`src/hw/rtl/svt_pkg.sv`:
```
// Shared constants, types and field widths of the sector validity tracker.
package svt_pkg;

    // Geometry of the tracked device
    localparam int NUM_PU_GROUPS = 4;
    localparam int NUM_PU_UNITS  = 4;
    localparam int NUM_CHUNKS    = 32;
    localparam int NUM_SECTORS   = 256;

    localparam int CHUNK_TOTAL  = NUM_PU_GROUPS * NUM_PU_UNITS * NUM_CHUNKS;
    localparam int SECTOR_TOTAL = CHUNK_TOTAL * NUM_SECTORS;

    // Index and counter widths
    localparam int CI_W  = (CHUNK_TOTAL > 1) ? $clog2(CHUNK_TOTAL) : 1;
    localparam int SI_W  = (SECTOR_TOTAL > 1) ? $clog2(SECTOR_TOTAL) : 1;
    localparam int CNT_W = $clog2(NUM_SECTORS + 1);

    // Port field widths
    localparam int GRP_W       = 2;
    localparam int UNIT_W      = 2;
    localparam int CHUNK_W     = 5;
    localparam int SECTOR_W    = 8;
    localparam int STATE_W     = 2;
    localparam int COUNT_OUT_W = 9;

    // Queue between front and back
    localparam int QDEPTH = 2;
    localparam int QPTR_W = (QDEPTH > 1) ? $clog2(QDEPTH) : 1;
    localparam int QCNT_W = $clog2(QDEPTH + 1);

    // Commands
    localparam logic CMD_MARK_VALID   = 1'b0;
    localparam logic CMD_MARK_INVALID = 1'b1;

    // Sector states
    localparam logic [STATE_W-1:0] ST_UNUSED   = 2'd0;
    localparam logic [STATE_W-1:0] ST_VALID    = 2'd1;
    localparam logic [STATE_W-1:0] ST_INVALID  = 2'd2;
    localparam logic [STATE_W-1:0] ST_RESERVED = 2'd3;

    // One classified operation as it travels through the queue
    typedef struct packed {
        logic            cmd;
        logic            in_range;
        logic [CI_W-1:0] ci;
        logic [SI_W-1:0] si;
        logic            last;
    } svt_op_t;

    // Status from the back end to the front end
    typedef struct packed {
        logic clearing;
    } svt_back_stat_t;

endpackage

```
`src/hw/rtl/svt_queue.sv`:
```
// Short FIFO of classified operations between front and back ends.
module svt_queue (
    input  logic             clk,
    input  logic             rst_n,
    input  logic             push,
    input  svt_pkg::svt_op_t push_op,
    output logic             full,
    input  logic             pop,
    output logic             q_valid,
    output svt_pkg::svt_op_t q_op
);

    svt_pkg::svt_op_t                   entry_reg [svt_pkg::QDEPTH];
    logic [svt_pkg::QPTR_W-1:0]         wr_ptr_reg, wr_ptr_next;
    logic [svt_pkg::QPTR_W-1:0]         rd_ptr_reg, rd_ptr_next;
    logic [svt_pkg::QCNT_W-1:0]         count_reg, count_next;

    assign full    = (count_reg == svt_pkg::QCNT_W'(svt_pkg::QDEPTH));
    assign q_valid = (count_reg != '0);
    assign q_op    = entry_reg[rd_ptr_reg];

    always_comb
    begin
        wr_ptr_next = wr_ptr_reg;
        rd_ptr_next = rd_ptr_reg;
        count_next  = count_reg;
        if (push)
        begin
            wr_ptr_next = (wr_ptr_reg == svt_pkg::QPTR_W'(svt_pkg::QDEPTH - 1)) ?
                          '0 : wr_ptr_reg + svt_pkg::QPTR_W'(1);
        end
        if (pop)
        begin
            rd_ptr_next = (rd_ptr_reg == svt_pkg::QPTR_W'(svt_pkg::QDEPTH - 1)) ?
                          '0 : rd_ptr_reg + svt_pkg::QPTR_W'(1);
        end
        if (push && !pop)
        begin
            count_next = count_reg + svt_pkg::QCNT_W'(1);
        end
        else if (pop && !push)
        begin
            count_next = count_reg - svt_pkg::QCNT_W'(1);
        end
    end

    always_ff @(posedge clk or negedge rst_n)
    begin
        if (!rst_n)
        begin
            wr_ptr_reg <= '0;
            rd_ptr_reg <= '0;
            count_reg  <= '0;
        end
        else
        begin
            wr_ptr_reg <= wr_ptr_next;
            rd_ptr_reg <= rd_ptr_next;
            count_reg  <= count_next;
        end
    end

    always_ff @(posedge clk)
    begin
        if (push)
        begin
            entry_reg[wr_ptr_reg] <= push_op;
        end
    end

endmodule

```
`config.mk`:
```
export PLATFORM = sky130hd
export DESIGN_NAME = svt_queue
export DESIGN_NICKNAME = d
export VERILOG_FILES = /design/src/hw/rtl/svt_pkg.sv /design/src/hw/rtl/svt_queue.sv
export SDC_FILE = /design/constraint.sdc
export NUM_CORES = 1
export LEC_CHECK = 0
export CAP_MARGIN = 25
export CORE_MARGIN = 5
export CORE_UTILIZATION = 45
export DETAILED_ROUTE_END_ITERATION = 10
export DONT_BUFFER_PORTS = 1
export PLACE_DENSITY = 0.6
export SYNTH_ARGS = -nofsm -noshare
export SYNTH_HDL_FRONTEND = slang
export SYNTH_SLANG_ARGS = --single-unit
```
`constraint.sdc`:
```
create_clock -name clk -period 6.3 [get_ports clk]
set_clock_uncertainty 0.15 [all_clocks]
set_input_delay 0.945 -clock clk [delete_from_list [all_inputs] [get_ports clk]]
set_output_delay 0.945 -clock clk [all_outputs]
set_load 0.01 [all_outputs]
```
Word level (Yosys, flattened, before mapping)

Memories as Yosys holds them, arrays and structs flattened.
Index checks and enable logic that the tools add are counted.
Widths: inputs -> output; s select.

Flip-flop bits (word level): 4
Output and inout port bits: 31
Input bits: 33
Logic and storage cells: 21
Memories kept: 1
RAM bits: 58

Muxes and demuxes: 6
Equal/unequal tests: 1
Add/subtract/negate cells: 4
Reduce and logical (&&, ||, !) cells: 6

Memory list:

| name      | depth | width | read ports | clocked after Yosys merged registers in | wr ports | line            | RTL |
|---|---|---|---|---|---|---|---|
| entry_reg | 2     | 29    | 1          | 0                                       | 1        | svt_queue.sv:13 | `svt_pkg::svt_op_t entry_reg [svt_pkg::QDEPTH];` |

Operators with widths:

| operator            | count |
|---|---|
| $mux 1              | 4 |
| $mux 2              | 2 |
| $reduce_bool 2->1   | 2 |
| $add 1x1->1 const B | 2 |
| $add 2x1->2 const B | 1 |
| $eq 2x2->1 const B  | 1 |
| $logic_and 1x1->1   | 2 |
| $logic_not 1->1     | 2 |
| $sub 2x1->2 const B | 1 |

Depth between registers and ports, before layout

Gate-level depths: netlist of the first run.

Word-level depth: 4
Depth in mapped cells: 5
Gate-level depth less buffers: 5

Worst setup path after synthesis of the first run

OpenSTA, ideal clock, no wires.

Path kind: input -> register
Start: input port push
End: memory entry_reg[0][0] (netlist name), enable pin
Buffers on the path: 0
Path slack: 3467 ps
Data required time: 5732 ps
Data arrival time: 2264 ps
Stages on the path: 1
Library setup time: 418 ps
Path through: nor2b_1

Cells in the longest elaborated chain, start to end: 2

Ends and longest elaborated chain:

| item                         | line            | RTL |
|---|---|---|
| start, declared              | svt_queue.sv:5  | `input logic push,` |
| $mux 1                       | svt_queue.sv:65 | `if (push)` |
| $mux 1 (implied by the code) | svt_queue.sv:67 | `entry_reg[wr_ptr_reg] <= push_op;` |
| end, declared                | svt_queue.sv:13 |  |

No other way between the ends.

==> impl_results.md, run 1 <==
* Grt met2 use at 0.160
* Final WS setup at 3520 ps
* Worst path required time at 5200 ps
* DRC viols at 0
* Vias in the first global route at 983
* ANT cells at 0
* CP max FO at 30
* Gate Count Post-Synth at 106
* Cell Area, Synth at 2400 µm²
* Fin. max-slew vios at 0
* Clk slew on worst S/H paths at 60 ps
* Worst r2r src: wr_ptr_reg
* GPL Wtd Cong at 0.615
* Initial core utilization at 0.467
* # setup viols final at 0
* Die width at 83.0 µm
* Cell Rows at 26
* # Post-CTS Setup Buffers at 0
* CP peak stage delay at 950 ps
* # Max-Cap Violations at 0
* R2R cell count at 2
* Drt wl/cell at 18.2 µm
* Fin nets at 150
* FILL cells at 436
* CP Cell Sequence: mux2_4
* Via count at 922
* NetSw at 0.000327 W
* Met3 GRT Util at 0.0881
* P_int at 0.000845 W
* Reg2reg setup slack at 4450 ps
* Critical path's slowest cell: dfrtp_2
* Mapped Avg Cell Area at 22.6 µm²
* Final WL at 3.45 mm
* WP buf/inv at 0
* Clock power frac at 0.222
* Worst setup EP type: primary output
* Sink Count at 62
* Post-route ant nets at 0
* Slew HR at 0.387
* RSZ-0062 raised after global routing: false
* Die H at 83.0 µm
* DR pass1 iterations at 4
* Post-synthesis register bit count at 62
* Switch share at 0.279
* Peak VDD IR at 0.319 mV
* Pre-CTS WS at 3840 ps
* Worst Tran Pin Value at 920 ps
* Largest net degree at the start of global routing at 31
* Most Crowded Layer GR: met2
* Max reg flops at 58
* Startpoint Class: flop
* IO Pins at 64
* Num CTS Buffers at 9
* Critical R2R Capture: entry_reg[0][27]
* Setup_tns at 0 ps
* Max Fclk at 360 MHz
* GRT overflow at 0
* Met1 global-route usage at 0.104
* Comb pwr share at 0.243
* Clk Latency, worst-skew pair at 320 ps
* Antenna violations before repair at 0
* Distinct cells, synth at 12
* Reg power frac at 0.534
* TritonCTS clock tree: built
* CTS root buffer: clkbuf_8
* Crit share post-route at 0.441
* Die area at 6890 µm²
* Cts repair resizes at 0
* Clk buf depth at 2
* H-tree depth at 3
* First-pass GRT wire length at 5.43 mm
* Layout cell share with drive strength beyond 1 at 0.358
* Core area at 5140 µm²
* Hold WC Path Type: in -> async
* Register area share after synthesis at 0.767
* Critical path class: reg -> out
* Status: finished clean
* Lkg Pwr at 0.958 nW
* Power density cells at 448 nW/µm²
* Syn. warnings at 0
* Syn Nets at 140
* GRT Total Usage at 0.108
* Vias/cell at 4.85
* Data arrival, critical path at 1690 ps
* Initial DRC Count at 39
* Crit path max-delay family: flip-flops
* Tmin final at 2780 ps
* Post-DP HPWL at 2.40 mm
* Final hold violation count at 0
* Synthesis-to-finish area growth at 9.12%
* Cts hold-fix bufs at 0
* I/O Buffers at 0
power groups by stage:
stage | Clock [W] | Combinational, W | Sequential (W)
after floorplan | 0 | 0.000305 | 0.000583
after global placement | 0 | 0.000288 | 0.000631
after detailed placement | 0 | 0.000291 | 0.000639
after CTS | 0.000274 | 0.000293 | 0.000630
after global routing | 0.000299 | 0.000304 | 0.000640
final | 0.000261 | 0.000285 | 0.000626
cells by family after synthesis:
logic type / after synthesis / share of synthesized area
XOR/XNOR: 5 / 0.0182
adder cells (fa/ha/maj): 1 / 0.00521
buffers and inverters: 4 / 0.0156
flip-flops: 62 / 0.767
multiplexers: 29 / 0.181
AND/OR/NAND/NOR: 5 / 0.0120
stage by stage:
stage               instances   util  total power (W)  hold WS, ps  area [µm²]
floorplan                 106      -         0.000888          297        2400
global placement          175  0.481         0.000919          312        2470
detailed placement        175  0.481         0.000930          317        2470
CTS                       190  0.509          0.00120          146        2620
global route              190  0.509          0.00124          131        2620
finish                    190  0.509          0.00117          168        2620
cell type report:
class / instances / area [µm²] / share of cell area
clock buffers: 11 / 131 / 0.0502
multi-input cells: 40 / 523 / 0.200
clock inverters: 4 / 15.0 / 0.00573
repair buffers: 2 / 15.0 / 0.00573
well taps: 70 / 87.6 / 0.0334
inverters: 1 / 3.75 / 0.00143
flip-flops and latches: 62 / 1840 / 0.704
Yosys cell counts:
library cell   n  area share
xor2_1         4       0.015
inv_1          1      0.0016
edfxtp_1      58        0.73
nor2_1         1      0.0016
mux2_4        29        0.18
and2_1         1      0.0026
nor2b_1        2      0.0052
xnor2_1        1      0.0037
ha_1           1      0.0052
dfrtp_1        4       0.042
or2_2          1      0.0026
buf_6          3       0.014
worst register-to-register path, delay by kind of cell (launching register included):
family / cells / cell delay [ps]
buffers and inverters: 1 / 370
AND/OR/NAND/NOR: 1 / 610
flip-flops: 1 / 410
metal layers:
metal / up-vias / share of wire
met2: 46 / 0.50
met5: - / 0
met3: 5 / 0.15
met1: 447 / 0.34
li1: 424 / -
met4: 0 / 0.012
worst max path at each step:
| stage | slack, ps | from | endpoint | depth (start not counted) |
|---|---|---|---|---|
| final | 3520 | rd_ptr_reg | q_op[28] | 1 |
| after global routing | 3410 | rd_ptr_reg | q_op[1] | 1 |
| after CTS | 3480 | rd_ptr_reg | q_op[10] | 1 |
| after detailed placement | 3840 | rd_ptr_reg | q_op[10] | 1 |
| after global placement | 3870 | rd_ptr_reg | q_op[1] | 1 |
| after floorplan | 3470 | push | entry_reg[0][0] | 1 |
layout by cell type, fill, tap and decap left out:
cell,instances
xnor2_1,1
and2_1,1
edfxtp_1,58
clkbuf_1,2
nor2b_2,1
or2_2,1
clkinv_1,4
buf_4,2
nor2b_1,1
mux2_4,29
ha_1,1
clkbuf_8,9
inv_1,1
dfrtp_2,1
xor2_1,4
nor2_1,1
dfrtp_1,3
Note: power is estimated with default switching activity, not from simulation.
==> run 2, diff against run 1 <==
- PLACE_DENSITY: 0.6 -> 0.62
- clock period: 6.3 -> 2.5 ns (I/O delays scaled with it)
==> impl_results.md, run 2 (synthesized netlist as in run 1, its figures left out) <==
* # setup viols final at 0
* ANT cells at 0
* Data arrival, critical path at 1570 ps
* Die H at 83.0 µm
* Die width at 83.0 µm
* # Max-Cap Violations at 0
* Vias in the first global route at 1258
* R2R cell count at 2
* Final WL at 3.96 mm
* Status: finished clean
* Critical path class: reg -> out
* Initial DRC Count at 26
* Critical R2R Capture: entry_reg[0][1]
* Sink Count at 62
* Worst Tran Pin Value at 451 ps
* Clk slew on worst S/H paths at 60 ps
* Setup_tns at 0 ps
* FILL cells at 411
* TritonCTS clock tree: built
* Num CTS Buffers at 9
* GRT overflow at 0
* CP max FO at 18
* Cell area after placement at 2520 µm²
* Layout cell share with drive strength beyond 1 at 0.316
* Reg2reg setup slack at 1010 ps
* Initial core utilization at 0.467
* RSZ-0062 raised after global routing: false
* GPL Wtd Cong at 0.632
* Post-route cell area at 3020 µm²
* First-pass GRT wire length at 6.33 mm
* Core area at 5140 µm²
* H-tree depth at 3
* Final hold violation count at 0
* Die area at 6890 µm²
* Antenna violations before repair at 0
* Slew HR at 0.699
* Max reg flops at 58
* Worst r2r src: wr_ptr_reg
* Peak VDD IR at 0.634 mV
* Fin. max-slew vios at 0
* CTS root buffer: clkbuf_8
* Most common cell after layout, fill and taps aside: edfxtp_1
* Register area at 1840 µm²
* I/O Buffers at 0
* Area occupied by multi-input gates at 528 µm²
* Commonest cells after routing, fill and taps aside: edfxtp_1 (58), dlygate4sd3_1 (32), mux2_4 (29), clkbuf_8 (12), xor2_1 (4)
* Cts repair resizes at 0
* GRT Total Usage at 0.123
* Cell Rows at 26
* Vias/cell at 4.85
* Post-DP HPWL at 2.69 mm
* Clk buf depth at 2
* Worst setup EP type: primary output
* Post-route ant nets at 0
* Startpoint Class: flop
* DRC viols at 0
* Crit share post-route at 0.838
* DR pass1 iterations at 3
* Largest net degree at the start of global routing at 19
* Max Fclk at 477 MHz
* Power density cells at 1060 nW/µm²
* Tmin final at 2090 ps
* Hold WC Path Type: in -> async
* Clk Latency, worst-skew pair at 320 ps
* Drt wl/cell at 17.6 µm
* Lkg Pwr at 1.13 nW
* Via count at 1091
* Fin nets at 184
* Synthesis-to-finish area growth at 25.8%
* IO Pins at 64
* Worst path required time at 1980 ps
[run 2: cell count changes in the layout (fill, tap and decap cells not counted)]
cell	before	now
clkbuf_8	9	12
nor2b_2	1	0
nor2b_4	0	1
buf_12	0	2
dlygate4sd3_1	0	32
clkinv_2	0	1
clkinv_1	4	0
clkbuf_1	2	3
[run 2: worst max-delay path: stages, from the launching register on]
cell     delay [ps]
dfrtp_2         650
buf_12          250
mux2_4          340
[run 2: metal layers]
metal / track usage / part of all wire / vias to the layer above
met2: 0.219 / 0.54 / 39
met3: 0.0713 / 0.082 / 6
met1: 0.111 / 0.36 / 547
met5: 0 / 0 / -
li1: - / - / 499
met4: 0.0535 / 0.012 / 0
[run 2: cell type report]
cell class / count / area share
clock buffers: 15 / 0.0584
well taps: 70 / 0.0290
multi-input cells: 40 / 0.175
clock inverters: 1 / 0.00166
inverters: 1 / 0.00124
repair buffers: 36 / 0.124
flip-flops and latches: 62 / 0.610
[run 2: worst max path at each step]
stage	startpoint	endpoint	slack [ps]	cells after the start
detailed placement	rd_ptr_reg	q_op[25]	730	2
finish	rd_ptr_reg	q_op[22]	410	2
global route	rd_ptr_reg	q_op[25]	330	2
floorplan	wr_ptr_reg	entry_reg[0][0]	220	1
CTS	rd_ptr_reg	q_op[25]	370	2
global placement	rd_ptr_reg	q_op[28]	770	2
[run 2: per-stage QoR]
step	worst slack, ps	power (W)	hold slack [ps]	utilization	instances
2_1_floorplan	222	0.00224	-70.6	-	106
3_3_place_gp	774	0.00238	-70.4	0.490	177
3_5_place_dp	732	0.00241	-70.4	0.490	177
4_1_cts	373	0.00325	153	0.587	225
5_1_grt	331	0.00335	160	0.587	225
6_report	405	0.00319	169	0.587	225
[run 2: repair_timing]
action / in CTS / in global routing
hold endpoints to repair: 64 / 0
hold buffers: 32 / 0
setup buffers: 0 / 0
[run 2: power by group]
part           switching, W  internal (W)
Combinational      0.000417      0.000475
Clock              0.000340      0.000441
Sequential         0.000133       0.00139
Total              0.000891       0.00230
==> run 3, diff against run 2 <==
- PLACE_DENSITY: 0.62 -> 0.6
- clock period: 2.5 -> 1.95 ns (I/O delays scaled with it)
==> impl_results.md, run 3 (synthesized netlist as in run 1, its figures left out) <==
* Hold depth at 2
* Slew HR at 0.794
* H-tree depth at 3
* RSZ-0062 raised after global routing: false
* Status: finished clean
* CTS root buffer: clkbuf_8
* Final hold violation count at 0
* WP buf/inv at 1
* Crit path max-delay family: multiplexers
* Fin nets at 186
* I/O Buffers at 0
* DRC viols at 0
* Setup_tns at 0 ps
* Num CTS Buffers at 9
* # Post-CTS Setup Buffers at 0
* Drt wl/cell at 16.6 µm
* Max reg flops at 58
* Switch share at 0.276
* GPL Wtd Cong at 0.599
* Layout cell share with drive strength beyond 1 at 0.325
* Comb pwr share at 0.292
* Hold WC Path Type: in -> reg
* Clk slew on worst S/H paths at 60 ps
* Reg2reg setup slack at 640 ps
* Vias/cell at 4.74
* Max Fclk at 562 MHz
* Die area at 6890 µm²
* CP peak stage delay at 360 ps
* FILL cells at 397
* # setup viols final at 0
* Antenna violations before repair at 0
* Initial core utilization at 0.467
* Post-route ant nets at 0
* Power density cells at 1350 nW/µm²
* Register area at 1840 µm²
* Cts hold-fix bufs at 32
* Placed Cells at 179
* Die width at 83.0 µm
* GRT overflow at 0
* Worst setup EP type: primary output
* Cell Rows at 26
* Startpoint Class: flop
* DR pass1 iterations at 3
* Vias in the first global route at 1227
* Area occupied by multi-input gates at 528 µm²
* Critical path class: reg -> out
* P_int at 0.00294 W
* NetSw at 0.00112 W
* Sink Count at 62
* Largest net degree at the start of global routing at 18
* Fin. max-slew vios at 0
* CP Cell Sequence: buf_4 > mux2_4
* GRT Total Usage at 0.116
* Lkg Pwr at 1.14 nW
* Clock power frac at 0.248
* IO Pins at 64
* Pre-CTS WS at 497 ps
* Clk Latency, worst-skew pair at 320 ps
* Peak VDD IR at 0.799 mV
* Commonest cells after routing, fill and taps aside: edfxtp_1 (58), dlygate4sd3_1 (32), mux2_4 (29), clkbuf_8 (9), buf_4 (6)
* Cts repair resizes at 0
* # Max-Cap Violations at 0
* WP depth at 2
* First-pass GRT wire length at 5.94 mm
* TritonCTS clock tree: built
* Tmin final at 1780 ps
* Die H at 83.0 µm
* Post-DP HPWL at 2.54 mm
* Final WL at 3.78 mm
* R2R cell count at 2
* Final WS setup at 171 ps
* Worst Tran Pin Value at 309 ps
* Data arrival, critical path at 1340 ps
* ANT cells at 0
* Most common cell after layout, fill and taps aside: edfxtp_1
* Crit share post-route at 0.912
* Critical path's slowest cell: mux2_4
* Synthesis-to-finish area growth at 25.3%
* Worst path required time at 1510 ps
* Core area at 5140 µm²
* Clk buf depth at 2
* Via count at 1075
* CP max FO at 17
* Reg power frac at 0.460
* Finished Layout Cells at 227
* Initial DRC Count at 32
run 3: cell types whose count changed in the layout (fill, tap and decap cells not counted), sizes merged:
cell,previous run,this run
bufinv,0,1
clkbuf,15,10
clkinv,1,5
buf,4,6
run 3: metrics by stage:
stage	total power (W)	util	hold WS [ps]	cell area, µm²
6_report	0.00406	0.585	58.4	3010
5_1_grt	0.00428	0.585	54.1	3010
4_1_cts	0.00414	0.585	37.5	3010
3_5_place_dp	0.00305	0.488	-153	2510
3_3_place_gp	0.00301	0.488	-153	2510
2_1_floorplan	0.00287	-	-153	2400
run 3: cell type report:
| cell class | instances | area share |
|---|---|---|
| Clock buffer | 10 | 0.0424 |
| Clock inverter | 6 | 0.0175 |
| Inverter | 1 | 0.00125 |
| Multi-Input combinational cell | 40 | 0.176 |
| Sequential cell | 62 | 0.613 |
| Tap cell | 70 | 0.0291 |
| Timing Repair Buffer | 38 | 0.121 |
run 3: path summary, 6_finish.rpt:
check | from | end
max | rd_ptr_reg | q_op[11]
min | push | count_reg[0]
max reg2reg | wr_ptr_reg | entry_reg[1][27]
min reg2reg | count_reg[1] | count_reg[1]
max in group asynchronous | rst_n | rd_ptr_reg
min in group asynchronous | rst_n | count_reg[1]
run 3: power by group through the flow:
stage | sequential, W | combinational, W | clock, W
after floorplan | 0.00188 | 0.000988 | 0
after global placement | 0.00189 | 0.00112 | 0
after detailed placement | 0.00190 | 0.00115 | 0
after CTS | 0.00187 | 0.00122 | 0.00105
after global routing | 0.00189 | 0.00127 | 0.00112
final | 0.00187 | 0.00119 | 0.00101
run 3: routing by layer:
layer	global-route usage	wire length [µm]	share of wire	vias to the layer above
met2	0.202	2020	0.53	42
met1	0.104	1390	0.37	524
met5	0	0	0	-
li1	-	-	-	502
met3	0.0545	294	0.078	7
met4	0.0847	75	0.020	0
